<file path="src/sv/oaids_pkg.sv">
// Shared types and constants for the ordered array store.
// Used by oaids_store, oaids_ctrl and ordered_array_insert_delete_search.
package oaids_pkg;

	localparam int DEPTH = 1024;
	localparam int AW    = $clog2(DEPTH);   // index width
	localparam int CW    = AW + 1;          // count width, holds DEPTH itself
	localparam int WW    = 32;              // word width

	localparam logic [CW-1:0] DEPTH_C = CW'(DEPTH);

	typedef logic [WW-1:0] word_t;

	typedef enum logic [2:0] {
		OP_CLEAR  = 3'd0,
		OP_APPEND = 3'd1,
		OP_READ   = 3'd2,
		OP_INSERT = 3'd3,
		OP_DELETE = 3'd4,
		OP_SEARCH = 3'd5
	} op_t;

	typedef enum logic [1:0] {
		ST_OK    = 2'd0,
		ST_RANGE = 2'd1,
		ST_FULL  = 2'd2,
		ST_EMPTY = 2'd3
	} status_t;

	// request from the sequencer to the word memory
	typedef struct packed {
		logic          we;
		logic [AW-1:0] waddr;
		word_t         wdata;
		logic [AW-1:0] raddr;
	} mem_req_t;

endpackage

</file>
<file path="src/sv/oaids_ctrl.sv">
// Operation sequencer: decode, range checks, shift walk, search walk, result register.
// Depends on oaids_pkg; drives the oaids_store ports.
module oaids_ctrl (
	input  logic                           clk,
	input  logic                           arst_n,
	input  logic                           in_valid,
	output logic                           in_ready,
	input  logic [2:0]                     op,
	input  logic [oaids_pkg::CW-1:0]       position,
	input  logic signed [oaids_pkg::WW-1:0] value,
	output logic                           out_valid,
	input  logic                           out_ready,
	output logic [1:0]                     status,
	output logic                           found,
	output logic [oaids_pkg::AW-1:0]       found_index,
	output logic signed [oaids_pkg::WW-1:0] read_data,
	output logic [oaids_pkg::CW-1:0]       fill_count,
	output oaids_pkg::mem_req_t            mem_req,
	input  oaids_pkg::word_t               mem_rdata
);

	typedef enum logic [2:0] {
		S_IDLE, S_RD, S_SHIFT, S_DRAIN, S_FINAL, S_SRCH, S_DONE
	} state_t;

	state_t                     state_q;
	logic [oaids_pkg::CW-1:0]   count_q;
	logic [oaids_pkg::CW-1:0]   ptr_q;
	logic [oaids_pkg::AW-1:0]   end_q;
	logic                       up_q;
	logic                       ins_q;
	logic                       pend_q;
	logic [oaids_pkg::AW-1:0]   pend_addr_q;
	logic [oaids_pkg::AW-1:0]   pos_q;
	oaids_pkg::word_t           val_q;
	logic                       chk_q;
	logic [oaids_pkg::AW-1:0]   chk_idx_q;
	logic [1:0]                 status_q;
	logic                       found_q;
	logic [oaids_pkg::AW-1:0]   fidx_q;
	oaids_pkg::word_t           rdata_q;

	logic                       accept;
	logic                       full;
	logic                       empty;
	logic [oaids_pkg::AW-1:0]   last_idx;

	assign in_ready    = (state_q == S_IDLE);
	assign accept      = in_valid && in_ready;
	assign full        = (count_q >= oaids_pkg::DEPTH_C);
	assign empty       = (count_q == '0);
	assign last_idx    = oaids_pkg::AW'(count_q - 1'b1);

	assign out_valid   = (state_q == S_DONE);
	assign status      = status_q;
	assign found       = found_q;
	assign found_index = fidx_q;
	assign read_data   = rdata_q;
	assign fill_count  = count_q;

	// memory port steering
	always_comb begin
		mem_req.we    = 1'b0;
		mem_req.waddr = pend_addr_q;
		mem_req.wdata = mem_rdata;
		mem_req.raddr = (state_q == S_IDLE) ? position[oaids_pkg::AW-1:0]
		                                    : ptr_q[oaids_pkg::AW-1:0];
		case (state_q)
			S_IDLE: begin
				if (accept && op == oaids_pkg::OP_APPEND && !full) begin
					mem_req.we    = 1'b1;
					mem_req.waddr = count_q[oaids_pkg::AW-1:0];
					mem_req.wdata = value;
				end
			end
			S_SHIFT, S_DRAIN: begin
				mem_req.we = pend_q;
			end
			S_FINAL: begin
				mem_req.we    = 1'b1;
				mem_req.waddr = pos_q;
				mem_req.wdata = val_q;
			end
			default: begin
				mem_req.we = 1'b0;
			end
		endcase
	end

	always_ff @(posedge clk or negedge arst_n) begin
		if (!arst_n) begin
			state_q     <= S_IDLE;
			count_q     <= '0;
			ptr_q       <= '0;
			end_q       <= '0;
			up_q        <= 1'b0;
			ins_q       <= 1'b0;
			pend_q      <= 1'b0;
			pend_addr_q <= '0;
			pos_q       <= '0;
			val_q       <= '0;
			chk_q       <= 1'b0;
			chk_idx_q   <= '0;
			status_q    <= oaids_pkg::ST_OK;
			found_q     <= 1'b0;
			fidx_q      <= '0;
			rdata_q     <= '0;
		end else begin
			case (state_q)
				S_IDLE: begin
					if (accept) begin
						status_q <= oaids_pkg::ST_OK;
						found_q  <= 1'b0;
						fidx_q   <= '0;
						rdata_q  <= '0;
						pos_q    <= position[oaids_pkg::AW-1:0];
						val_q    <= value;
						pend_q   <= 1'b0;
						chk_q    <= 1'b0;
						state_q  <= S_DONE;
						case (op)
							oaids_pkg::OP_CLEAR: begin
								count_q <= '0;
							end
							oaids_pkg::OP_APPEND: begin
								if (full) begin
									status_q <= oaids_pkg::ST_FULL;
								end else begin
									count_q <= count_q + 1'b1;
								end
							end
							oaids_pkg::OP_READ: begin
								if (empty) begin
									status_q <= oaids_pkg::ST_EMPTY;
								end else if (position >= count_q) begin
									status_q <= oaids_pkg::ST_RANGE;
								end else begin
									state_q <= S_RD;
								end
							end
							oaids_pkg::OP_INSERT: begin
								if (full) begin
									status_q <= oaids_pkg::ST_FULL;
								end else if (position > count_q) begin
									status_q <= oaids_pkg::ST_RANGE;
								end else begin
									count_q <= count_q + 1'b1;
									ins_q   <= 1'b1;
									if (position == count_q) begin
										state_q <= S_FINAL;
									end else begin
										ptr_q   <= count_q - 1'b1;
										end_q   <= position[oaids_pkg::AW-1:0];
										up_q    <= 1'b0;
										state_q <= S_SHIFT;
									end
								end
							end
							oaids_pkg::OP_DELETE: begin
								if (empty) begin
									status_q <= oaids_pkg::ST_EMPTY;
								end else if (position >= count_q) begin
									status_q <= oaids_pkg::ST_RANGE;
								end else begin
									count_q <= count_q - 1'b1;
									ins_q   <= 1'b0;
									if (position[oaids_pkg::AW-1:0] != last_idx) begin
										ptr_q   <= position + 1'b1;
										end_q   <= last_idx;
										up_q    <= 1'b1;
										state_q <= S_SHIFT;
									end
								end
							end
							oaids_pkg::OP_SEARCH: begin
								if (empty) begin
									status_q <= oaids_pkg::ST_EMPTY;
								end else begin
									ptr_q   <= '0;
									state_q <= S_SRCH;
								end
							end
							default: begin
								status_q <= oaids_pkg::ST_OK;
							end
						endcase
					end
				end
				S_RD: begin
					rdata_q <= mem_rdata;
					state_q <= S_DONE;
				end
				S_SHIFT: begin
					// read at ptr now, write it one slot over next cycle
					pend_q      <= 1'b1;
					pend_addr_q <= up_q ? oaids_pkg::AW'(ptr_q - 1'b1)
					                    : oaids_pkg::AW'(ptr_q + 1'b1);
					if (ptr_q[oaids_pkg::AW-1:0] == end_q) begin
						state_q <= S_DRAIN;
					end else if (up_q) begin
						ptr_q <= ptr_q + 1'b1;
					end else begin
						ptr_q <= ptr_q - 1'b1;
					end
				end
				S_DRAIN: begin
					pend_q  <= 1'b0;
					state_q <= ins_q ? S_FINAL : S_DONE;
				end
				S_FINAL: begin
					state_q <= S_DONE;
				end
				S_SRCH: begin
					// compare the word fetched last cycle, fetch the next one
					if (chk_q && mem_rdata == val_q) begin
						found_q <= 1'b1;
						fidx_q  <= chk_idx_q;
						chk_q   <= 1'b0;
						state_q <= S_DONE;
					end else if (chk_q && chk_idx_q == last_idx) begin
						chk_q   <= 1'b0;
						state_q <= S_DONE;
					end else begin
						chk_q     <= (ptr_q < count_q);
						chk_idx_q <= ptr_q[oaids_pkg::AW-1:0];
						if (ptr_q < count_q) begin
							ptr_q <= ptr_q + 1'b1;
						end
					end
				end
				S_DONE: begin
					if (out_ready) begin
						state_q <= S_IDLE;
					end
				end
				default: begin
					state_q <= S_IDLE;
				end
			endcase
		end
	end

endmodule

</file>
<file path="config.mk">
export PLATFORM = sky130hd
export DESIGN_NAME = oaids_ctrl
export DESIGN_NICKNAME = d
export VERILOG_FILES = /design/src/sv/oaids_pkg.sv /design/src/sv/oaids_ctrl.sv
export SDC_FILE = /design/constraint.sdc
export NUM_CORES = 1
export LEC_CHECK = 0
export ABC_CLOCK_PERIOD_IN_PS = 3300
export BUFFER_PORTS_ARGS = -buffer_cell sky130_fd_sc_hd__buf_2
export CORE_MARGIN = 2
export CORE_UTILIZATION = 46
export DETAILED_ROUTE_END_ITERATION = 8
export GPL_ROUTABILITY_DRIVEN = 0
export PLACE_DENSITY = 0.68
export SETUP_SLACK_MARGIN = 0.4
export SLEW_MARGIN = 20
export SYNTH_ARGS = -nofsm -noshare
export SYNTH_HDL_FRONTEND = slang
export SYNTH_SLANG_ARGS = --single-unit
</file>
<file path="constraint.sdc">
create_clock -name clk -period 3.3 [get_ports clk]
set_input_delay 0.495 -clock clk [delete_from_list [all_inputs] [get_ports clk]]
set_output_delay 0.495 -clock clk [all_outputs]
set_load 0.01 [all_outputs]
</file>
== Yosys cells after proc, flatten, opt, wreduce, memory -nomap -nowiden ==
Cells that the tools add are included.

* Bits of input ports: 82
* Flip-flop bits (word level): 146
* Output and inout bits: 111

* Magnitude comparators: 4
* Reductions and logical operators: 29
* Bitwise operators: 2
* Equality and inequality tests: 40
* Multiplexer cells: 81
* Add/sub/neg operators: 5

{| class="wikitable"
|+ Operator list
! cell !! number
|-
| 11-bit two-way mux || 18
|-
| 10-bit two-way mux || 10
|-
| 42-bit case mux with 2 select lines || 1
|-
| 11-bit case mux with 3 select lines || 2
|-
| 32-bit case mux with 2 select lines || 1
|-
| 11-bit case mux with 4 select lines || 1
|-
| 43-bit two-way mux || 1
|-
| 10-bit case mux with 2 select lines || 2
|-
| 3-bit two-way mux || 13
|-
| 11-bit by 1-bit adder with 11-bit output, second input constant || 3
|-
| 32-bit == test || 1
|-
| 32-bit two-way mux || 1
|-
| 2-bit != test, second input constant || 13
|-
| 3-bit != test, second input constant || 8
|-
| 11-bit by 1-bit subtractor with 11-bit output, second input constant || 2
|-
| 10-bit == test || 2
|-
| 3-bit case mux with 6 select lines || 1
|-
| 1-bit two-way mux || 16
|-
| 3-bit == test, second input constant || 5
|-
| 14-bit AND reduction || 1
|-
| 3-bit by 2-bit == test with 1-bit output, second input constant || 4
|-
| 2-bit two-way mux || 6
|-
| 3-bit case mux with 4 select lines || 1
|-
| 11-bit == test || 1
|-
| other kinds (26) || 47
|}

== Logic depth before layout (Yosys ltp) ==
Gate-level depths: netlist (run 1).

* Depth after elaboration: 8
* Depth in mapped cells: 12
* Gate-level depth less buffers: 10

== Worst setup path before layout (run 1) ==
OpenSTA, ideal clock, no wires.

* Path kind: reg2reg
* Start: register count_q (netlist bit fill_count[4])
* End: register ptr_q[4] in the netlist's numbering
* Path buffers: 2
* Stages on the path, launching flop included: 13
* Slack: -48 ps
* Library setup time: 125 ps
* Data arrival time: 3223 ps
* Data required time: 3175 ps
* Clock period less this slack: 3348 ps
* Cell sequence: dfrtp_1 > clkbuf_1 > inv_1 > ha_1 > a211oi_1 > o21ai_0 > a211oi_1 > nand2_1 > o311ai_0 > o211ai_2 > nor3_2 > buf_6 > mux2_4

* Word-level cells in the longest chain between the ends: 7
* Elaborated cells on any way between the ends: 26
* Those cells by class: 1 x add/sub; 4 x order compare; 12 x eq/ne; 6 x mux; 3 x reduce/logical

{| class="wikitable"
|+ Ends and longest elaborated chain
! what !! RTL line !! text
|-
| start: declaration || oaids_ctrl.sv:27 || <nowiki>logic [oaids_pkg::CW-1:0] count_q;</nowiki>
|-
| start signal: assignment || oaids_ctrl.sv:129 || <nowiki>count_q <= count_q + 1'b1;</nowiki>
|-
| start signal: assignment || oaids_ctrl.sv:147 || <nowiki>count_q <= count_q + 1'b1;</nowiki>
|-
| start signal: assignment || oaids_ctrl.sv:165 || <nowiki>count_q <= count_q - 1'b1;</nowiki>
|-
| 11-bit by 1-bit subtractor with 11-bit output || oaids_ctrl.sv:152 || <nowiki>ptr_q <= count_q - 1'b1;</nowiki>
|-
| 11-bit two-way mux || oaids_ctrl.sv:149 || <nowiki>if (position == count_q) begin</nowiki>
|-
| 11-bit two-way mux || oaids_ctrl.sv:144 || <nowiki>end else if (position > count_q) begin</nowiki>
|-
| 11-bit two-way mux || oaids_ctrl.sv:142 || <nowiki>if (full) begin</nowiki>
|-
| 11-bit case mux with 3 select lines || oaids_ctrl.sv:121 || <nowiki>case (op)</nowiki>
|-
| 11-bit two-way mux || oaids_ctrl.sv:111 || <nowiki>if (accept) begin</nowiki>
|-
| 11-bit case mux with 3 select lines || oaids_ctrl.sv:109 || <nowiki>case (state_q)</nowiki>
|-
| end signal: assignment || oaids_ctrl.sv:152 ||
|-
| end signal: assignment || oaids_ctrl.sv:168 || <nowiki>ptr_q <= position + 1'b1;</nowiki>
|-
| end signal: assignment || oaids_ctrl.sv:201 || <nowiki>ptr_q <= ptr_q + 1'b1;</nowiki>
|-
| end: declaration || oaids_ctrl.sv:28 || <nowiki>logic [oaids_pkg::CW-1:0] ptr_q;</nowiki>
|}

Several ways; a longest one is shown, not always the timed one. The select of a mux whose other input is x is not followed.
A chain may end at the register's enable or synchronous reset.

==> metrics, run 1 <==
Final setup viols 0; Worst Path Arrival 2.69 ns; top cell type by total area after synthesis dfrtp_1; Avg Cell Area, Syn approximately 8.6 um^2; # clock sinks around 150; Antenna diodes 0; Vias between 10,000 and 15,000; Final nets 1,466; top cell type's share of synthesized area a little under two fifths; crit path buf inv count 4; share of layout cells above drive strength 1 32.2%; Post-synth ARST share 100%; CP max stage cell or3_4; most frequent cells in the layout buf_2 (189), nand2_1 (184), dfrtp_1 (143); Core ar. between 20,000 and 25,000 um^2; Synth-to-Final Area Change 27.9%; RSZ-0062 raised after global routing yes; gr ovfl total 0; crit-path max FO 10; 1st-iter DRT viols roughly 1,100; Seq/Total Area, Yosys around 38%; Place WS ~0.15 ns; Die Width approximately 150 um; minimum clock period around 3.2 ns; part of the power in registers roughly a quarter; final slew viol count 0; via/cell ratio around 6.1; top_reg_cell synth dfrtp_1; critical path cell sequence or3_4, inv_4, nand2_4, nor4_4, buf_4, o21bai_2, a222oi_1, inv_1, buf_2; wire per inst roughly 22 um; leak pwr about 5.8 nW; drt drc 0; Fill cells 1,882; clk buf depth 2; initial core utilization 46.6%; Fmax approximately 310 MHz; clock share of power around 16%; max cap viols 0; global-route wire length before repair 53,900 um; critical path class reg2out; CTS Buf Count 17; P_sw around 5.9 mW; Worst Slack Setup Final roughly 0.12 ns; H-tree levels 4; largest net degree at the start of global routing between 60 and 70; Logic pwr share 59.1%; run status completed; Reg clk slew, reported paths approximately 0.07 ns; P per Cell Area a little over 1000 nW/um^2; switching share of power around 46%; Die Area between 20,000 and 25,000 um^2; TNS Setup 0 ns; I/O Buffers between 150 and 200; Synth warnings 0; cell area after synthesis between 9000 and 10,000 um^2; Layout Skew between 0.015 and 0.02 ns; Synth Register Bits between 100 and 150; Req. time, crit path roughly 2.8 ns; Syn Nets between 1,000 and 1,500; CTS tree built; post-synthesis instance total 1,126; Tot GR Track Use about a third; Pwr Total 12.9 mW; most area-consuming cells after synthesis dfrtp_1 (38%), nand2_1 (7.2%), o21ai_0 (6.5%); Crit path max-delay family simple AND/OR/NAND/NOR gates; Slew HR 43.6%; commonest non-fill, non-tap cell in the layout buf_2; EDFF count, synth 0; row count 53; DP HPWL approximately 25,000 um; worst slew pin tran roughly 0.85 ns; initial antenna violation count 1; peak supply drop ~0.45 mV; Clock Tree Root clkbuf_16; die height approximately 150 um; crit path launch type flip-flop; DRT Wirelength ~36,000 um; CP Capture Type primary output; min-delay worst type in2async; max incr delay on CP 0.42 ns; # IOs roughly 190; Final Cycle Share a little over nine tenths; Unique masters post-synth 71; DR pass1 iterations 8; vias in the first global route between 9,000 and 10,000; cell internal pwr roughly 7 mW; final number of hold-violating endpoints 0; Final ANT Viol Nets 0; Worst-Skew Late Latency roughly 0.44 ns
through the flow:
stage	cells	util, %	hold slack, ns	area, um^2
detailed placement	1582	54.4	0.458	11400
global route	1646	59.6	0.0993	12400
global placement	1582	54.4	0.450	11400
CTS	1631	58.5	0.0712	12200
floorplan	1126	-	0.199	9790
finish	1646	59.6	0.0368	12400
cells in the mapped netlist, drive strengths merged (23+ instances only):
| cell | count |
|---|---|
| a21oi | 38 |
| a222oi | 23 |
| a22oi | 26 |
| clkbuf | 79 |
| dfrtp | 146 |
| ha | 26 |
| inv | 51 |
| mux2 | 58 |
| nand2 | 186 |
| nand3 | 32 |
| nor2 | 54 |
| o21ai | 128 |
| xnor2 | 52 |
| xor2 | 35 |
layer usage:
metal / GRT usage [%] / up-vias / share of wire [%]
met5: 0 / - / 0.019
met3: 6.21 / 130 / 10
li1: - / 4489 / -
met2: 51.3 / 646 / 46
met4: 12.8 / 2 / 3.9
met1: 41.4 / 4740 / 40
cell families after synthesis:
group / Yosys count / share of synthesized area [%]
and+or+nand+nor: 362 / 17.3
adders and majority gates: 26 / 3.35
AOI/OAI and AO/OA: 301 / 20.3
xor gates and xnor gates: 90 / 8.53
DFF: 146 / 37.6
buffers and inverters: 139 / 5.62
muxes: 62 / 7.36
area by class of cell:
| class | instances | area, um^2 | share of cell area, % |
|---|---|---|---|
| timing repair buffer | 300 | 1910 | 15.3 |
| clock buffer | 17 | 425 | 3.42 |
| tap | 275 | 344 | 2.77 |
| sequential | 146 | 3660 | 29.4 |
| clock inverter | 15 | 183 | 1.47 |
| multi-input combinational | 842 | 5730 | 46.1 |
| inverter | 51 | 196 | 1.58 |
flip-flops by register name, indices dropped and copies added, names as in the netlist:
| register | cells |
|---|---|
| ptr_q | 11 |
| pend_addr_q | 10 |
| chk_q | 1 |
| status | 2 |
| ins_q | 1 |
| found_index | 10 |
| fill_count | 11 |
| read_data | 32 |
| chk_idx_q | 10 |
| found | 1 |
| val_q | 32 |
| pend_q | 1 |
| pos_q | 10 |
| state_q | 3 |
| up_q | 1 |
| end_q | 10 |
worst paths after layout:
kind	start	cells after the start	to	slack (ns)
max	state_q[0]	9	mem_req[13]	0.12
max reg2reg	fill_count[1]	11	ptr_q[8]	0.21
min in group clk	mem_rdata[22]	3	read_data[22]	0.29
min	arst_n	1	found_index[0]	0.04
max in group asynchronous	arst_n	2	fill_count[3]	2.36
min reg2reg	found	2	found	0.47
power by group through the flow:
stage	combinational (mW)	clock (mW)	sequential, mW
finish	7.61	2.00	3.27
CTS	7.12	2.00	3.24
global placement	6.68	0	3.23
global route	8.15	2.08	3.35
floorplan	4.30	0	3.21
detailed placement	6.77	0	3.27
what timing repair did:
item | in CTS | in global routing
hold buffers | 0 | 0
pin swaps | 16 | 25
setup buffers | 14 | 15
gates cloned | 3 | 0
gates resized for setup | 21 | 26
setup endpoints to repair | 71 | 77
endpoints found under the hold margin | 0 | 0
(Power assumes the default switching activity.)
==> run 2: changes to the inputs <==
--- a/config.mk
+++ b/config.mk
@@ -9,6 +9,7 @@
 export BUFFER_PORTS_ARGS = -buffer_cell sky130_fd_sc_hd__buf_2
 export CORE_MARGIN = 2
 export CORE_UTILIZATION = 46
+export CTS_BUF_LIST = sky130_fd_sc_hd__clkbuf_8
 export DETAILED_ROUTE_END_ITERATION = 8
 export GPL_ROUTABILITY_DRIVEN = 0
 export PLACE_DENSITY = 0.68
==> metrics, run 2 (same netlist as run 1, synthesis figures left out) <==
run status finished, violations left; failing checks hold timing; Vias 9,966 (-0.41%); Final setup viols 0 (unchanged); min-delay worst type in2async; I/O Buffers 192 (unchanged); minimum clock period 3.27 ns (+0.0832 ns); max cap viols 0 (unchanged); crit path launch type flip-flop; CTS Buf Count 17 (unchanged); clk buf depth 2 (unchanged); CP Capture Type primary output; Reg clk slew, reported paths 0.09 ns (+0.02 ns); Die Width 149 um (unchanged); top layer reached by signal wires met4; CTS tree built; initial antenna violation count 0 (-1); Synth-to-Final Area Change 27.3%; row count 53 (unchanged); Fill cells 1,900 (+0.96%); Min Hold Slack -0.0112 ns (-0.0481 ns); Core ar. 20,900 um^2 (unchanged); number of hold buffers added after cts 0 (unchanged); Slew HR 42.8% (-0.82 points); 1st-iter DRT viols 1,083 (-4.4%); Clock Tree Root clkbuf_8; Final nets 1,470 (+0.27%); P per Cell Area 1010 nW/um^2 (-2.7%); via/cell ratio 6.04 (-0.71%); DR pass1 iterations 7 (-1); share of layout cells above drive strength 1 33.2% (+1.0 points); initial core utilization 46.6% (unchanged); crit-path max FO 10 (unchanged); Pwr Total 12.5 mW (-3.2%); final slew viol count 0 (unchanged); wire length on met2 16,700 um (+0.52%); H-tree levels 4 (unchanged); # IOs 193 (unchanged); vias in the first global route 9,328 (-0.52%); Finished Layout Cells 1,651 (+0.30%); drt drc 0 (unchanged); Placed Cells 1,582 (unchanged); DRT Wirelength 36,000 um (about the same); Tot GR Track Use 31.5% (-0.10 points); Worst-Skew Late Latency 0.50 ns (+0.06 ns); DR WL met3 3800 um (+4.8%); global-route wire length before repair 53,700 um (-0.27%); Req. time, crit path 2.80 ns (about the same); Final Cycle Share 99.0% (+2.5 points); largest net degree at the start of global routing 65 (unchanged); final number of hold-violating endpoints 16 (+16); Sequential Area 3660 um^2 (unchanged); multi-input logic area 5780 um^2 (+0.87%); commonest non-fill, non-tap cell in the layout buf_2; die height 149 um (unchanged); Final ANT Viol Nets 0 (unchanged); wire per inst 21.8 um (-0.38%); Die Area 22,300 um^2 (unchanged); RSZ-0062 raised after global routing yes; Fmax 306 MHz (-2.5%); gr ovfl total 0 (unchanged); Metal-1 WL 14,100 um (-1.4%); Worst Path Arrival 2.77 ns (+0.08 ns); Layout Skew 0.0231 ns (+0.00802 ns); # clock sinks 146 (unchanged); worst slew pin tran 0.854 ns (+0.00909 ns); peak supply drop 0.464 mV (+3.9%); leak pwr 5.74 nW (-0.68%); most frequent cells in the layout buf_2 (185), nand2_1 (179), dfrtp_1 (143); DP HPWL 25,400 um (unchanged); critical path class reg2out
-- run 2: cell types whose count changed in the layout (fill, tap and decap cells not counted), moves of 2 or more --
| cell | delta |
|---|---|
| o21ai_0 | -2 |
| nand2_1 | -5 |
| o21ai_2 | +3 |
| nand2_2 | +5 |
| clkbuf_8 | +17 |
| buf_2 | -4 |
| buf_6 | +4 |
| clkbuf_16 | -15 |
| buf_4 | +3 |
| inv_2 | -2 |
-- run 2: worst max-delay path: stages, from the launching register on --
cell	delay [ns]
dfrtp_1	0.39
or3_4	0.42
inv_4	0.08
nand2_4	0.05
nor4_4	0.31
buf_4	0.24
o21bai_2	0.21
a222oi_1	0.38
inv_1	0.07
buf_2	0.14
-- run 2: final timing paths --
path / slack (ns) / cells past startpoint / startpoint / endpoint
max: 0.03 / 9 / state_q[0] / mem_req[32]
max in group asynchronous: 2.41 / 2 / arst_n / fill_count[3]
min: -0.01 / 1 / arst_n / found_index[0]
max reg2reg: 0.41 / 11 / fill_count[0] / ptr_q[7]
min in group clk: 0.23 / 3 / mem_rdata[22] / read_data[22]
min reg2reg: 0.48 / 2 / found / found
-- run 2: layout make-up --
type,count,area share (%)
clock inverters,15,1.48
flip-flops and latches,146,29.5
clock buffers,17,1.89
well taps,275,2.78
diodes,1,0.0202
inverters,51,1.61
repair buffers,304,16.0
multi-input cells,842,46.7
-- run 2: repair_timing --
| item | 4_1_cts | 5_1_grt |
|---|---|---|
| cloned | 3 | 3 |
| endpoints found under the setup margin | 75 | 78 |
| pin swaps | 16 | 25 |
| setup buffers | 16 | 14 |
| gates resized for setup | 28 | 37 |
-- run 2: power by group --
group          internal [mW]  switching (mW)  total, mW  leakage [nW]
Sequential              2.57           0.697       3.27          1.86
Combinational           3.44            4.26       7.70          3.67
Clock                  0.585           0.913       1.50         0.206
Total                   6.59            5.87       12.5          5.74
-- run 2: per-layer routing --
layer | vias to the layer above | track usage, %
li1 | 4499 | -
met1 | 4720 | 41.4
met2 | 634 | 50.7
met3 | 113 | 6.91
met4 | 0 | 12.4
met5 | - | 0
-- run 2: stage by stage --
stage                     hold slack [ns]  setup TNS, ns  setup slack, ns  utilization (%)  instance area [um^2]
after global routing               0.0440         -0.243          -0.0562             59.3                 12400
final                             -0.0112              0           0.0325             59.3                 12400
after global placement              0.450              0            0.208             54.4                 11400
after CTS                         0.00843        -0.0338          -0.0338             57.8                 12100
after detailed placement            0.458              0            0.155             54.4                 11400
after floorplan                     0.199              0            0.410                -                  9790
==> run 3: changes to the inputs <==
--- a/config.mk
+++ b/config.mk
@@ -9,9 +9,9 @@
 export BUFFER_PORTS_ARGS = -buffer_cell sky130_fd_sc_hd__buf_2
 export CORE_MARGIN = 2
 export CORE_UTILIZATION = 46
-export CTS_BUF_LIST = sky130_fd_sc_hd__clkbuf_8
 export DETAILED_ROUTE_END_ITERATION = 8
 export GPL_ROUTABILITY_DRIVEN = 0
+export GPL_TIMING_DRIVEN = 0
 export PLACE_DENSITY = 0.68
 export SETUP_SLACK_MARGIN = 0.4
 export SLEW_MARGIN = 20
==> metrics, run 3 (same netlist as run 1, synthesis figures left out) <==
run status finished, violations left; failing checks hold timing, setup timing; # IOs 193 (unchanged); critical path class reg2out; clk buf depth 2 (unchanged); Clock Tree Root clkbuf_16; crit-path max FO 5 (-5); max cap viols 0 (unchanged); most frequent cells in the layout buf_2 (189), nand2_1 (171), dfrtp_1 (138); P per Cell Area 1030 nW/um^2 (+1.9%); peak supply drop 0.539 mV (+16%); Fill cells 1,764 (-7.2%); RSZ-0062 raised after global routing yes; Final nets 1,529 (+4.0%); Worst Slack Setup Final -0.0130 ns (-0.0456 ns); CP max stage cell or3_4; # clock sinks 146 (unchanged); initial antenna violation count 1 (+1); Die Width 149 um (unchanged); share of layout cells above drive strength 1 34.4% (+1.2 points); row count 53 (unchanged); DR pass1 iterations 7 (unchanged); max incr delay on CP 0.41 ns (about the same); final number of hold-violating endpoints 14 (-2); H-tree levels 4 (unchanged); worst slew pin tran 0.792 ns (-0.0624 ns); number of hold buffers added after cts 0 (unchanged); Final ANT Viol Nets 0 (unchanged); die height 149 um (unchanged); final slew viol count 0 (unchanged); Reg clk slew, reported paths 0.07 ns (-0.02 ns); critical path cell sequence clkbuf_8, or3_4, inv_4, nand2_4, nor4_4, buf_4, o21bai_4, buf_4, clkbuf_8, a222oi_1, inv_1, buf_2; CTS tree built; via/cell ratio 6.25 (+3.6%); vias in the first global route 10,100 (+8.2%); Tot GR Track Use 34.0% (+2.5 points); Min Hold Slack -0.0189 ns (-0.00763 ns); Worst-Skew Late Latency 0.45 ns (-0.05 ns); GRT met2 Usage 52.2% (+1.5 points); CTS Buf Count 17 (unchanged); crit path launch type flip-flop; Req. time, crit path 2.80 ns (about the same); DRT Wirelength 39,100 um (+8.5%); wire per inst 22.8 um (+4.6%); Final setup viols 1 (+1); met3 usage 8.29% (+1.4 points); R2R cell count 11 (unchanged); multi-input logic area 6010 um^2 (+4.0%); met1 usage 43.0% (+1.6 points); Final Cycle Share 100% (+1.4 points); Synth-to-Final Area Change 36.7%; Worst Path Arrival 2.82 ns (+0.05 ns); Crit path max-delay family buffers and inverters; I/O Buffers 192 (unchanged); Vias 10,700 (+7.4%); Die Area 22,300 um^2 (unchanged); global-route wire length before repair 57,600 um (+7.1%); FF-to-FF setup slack 0.13 ns (-0.28 ns); DP HPWL 27,000 um (+6.6%); Layout Skew 0.0165 ns (-0.00652 ns); TNS Setup -0.0130 ns (-0.0130 ns); min-delay worst type in2async; Core ar. 20,900 um^2 (unchanged); Finished Layout Cells 1,713 (+3.8%); crit path buf inv count 7 (+3); worst r2r dst ptr_q[9]; Sequential Area 3660 um^2 (+0.17%); 1st-iter DRT viols 1,434 (+32%); drt drc 0 (unchanged); minimum clock period 3.31 ns (+0.0456 ns); Top Usage Layer GRT met2; CP Capture Type primary output; Fmax 302 MHz (-1.4%); commonest non-fill, non-tap cell in the layout buf_2; Crit Reg-Reg Startpoint fill_count[1]; initial core utilization 46.6% (unchanged); Placed Cells 1,594 (+0.76%); leak pwr 6.06 nW (+5.7%); gr ovfl total 0 (unchanged); Slew HR 47.2% (+4.4 points); largest net degree at the start of global routing 90 (+38%)
[run 3: changes by cell type in the layout (fill, tap and decap cells not counted), moves of 8 or more]
cell,delta
buf_4,-42
buf_6,+15
clkbuf_1,+53
clkbuf_16,+21
clkbuf_2,+8
clkbuf_8,-10
mux2_2,-9
mux2_4,+9
nand2_1,-8
o21ai_0,-25
o21ai_1,+16
o21ai_2,+9
[run 3: where the power goes]
group	total, mW	internal (mW)	switching [mW]
registers	3.28	2.58	0.697
logic	8.20	3.61	4.59
clock network	2.15	1.23	0.920
total	13.6	7.42	6.21
[run 3: cell type report]
type / count / share of cell area [%]
antenna: 4 / 0.0753
multi-input combinational: 841 / 45.2
tap: 275 / 2.59
buffer: 88 / 4.52
sequential: 146 / 27.6
clock inverter: 15 / 1.61
timing repair buffer: 276 / 13.6
inverter: 51 / 1.67
clock buffer: 17 / 3.20
[run 3: worst max path at each step]
stage | start | to | slack, ns | cells past startpoint
3_5_place_dp | state_q[1] | mem_req[47] | -0.60 | 10
5_1_grt | state_q[0] | mem_req[38] | -0.07 | 12
6_report | state_q[0] | mem_req[15] | -0.01 | 12
2_1_floorplan | fill_count[4] | ptr_q[4] | 0.41 | 12
3_3_place_gp | arst_n | fill_count[0] | -0.78 | 1
4_1_cts | state_q[1] | mem_req[47] | -0.07 | 11
[run 3: worst reg2reg max path, cell delays in order (launching register included)]
cell and delay [ns]:
dfrtp_2 0.49, inv_4 0.11, ha_4 0.15, or3b_4 0.42, nor4_4 0.27, xnor3_1 0.32, a211oi_2 0.17, nand4_1 0.23
o211ai_2 0.33, nor3_4 0.11, buf_6 0.16, mux2_4 0.29
[run 3: metal layers]
metal,routed length [um],share of wire [%],vias up
li1,-,-,4619
met1,14500,37,5086
met2,17500,45,810
met3,4490,12,193
met4,2570,6.6,0
met5,0,0,-
[run 3: timing repair]
| action | 4_1_cts | 5_1_grt |
|---|---|---|
| hold endpoints to repair | 0 | 0 |
| gates resized for setup | 139 | 100 |
| pin swaps | 37 | 48 |
| gates cloned | 3 | 2 |
| setup buffers | 57 | 21 |
| endpoints found under the setup margin | 91 | 96 |
[run 3: metrics by stage]
step                      hold WS [ns]  util [%]  worst slack [ns]  cell area [um^2]  power (mW)
after global placement           0.448      53.1            -0.785             11100        9.68
after global routing            0.0255      63.6           -0.0725             13300        14.3
after CTS                      0.00689      61.3           -0.0747             12800        13.0
final                          -0.0189      63.6           -0.0130             13300        13.6
after detailed placement         0.453      53.3            -0.602             11100        9.82
after floorplan                  0.199         -             0.410              9790        7.51
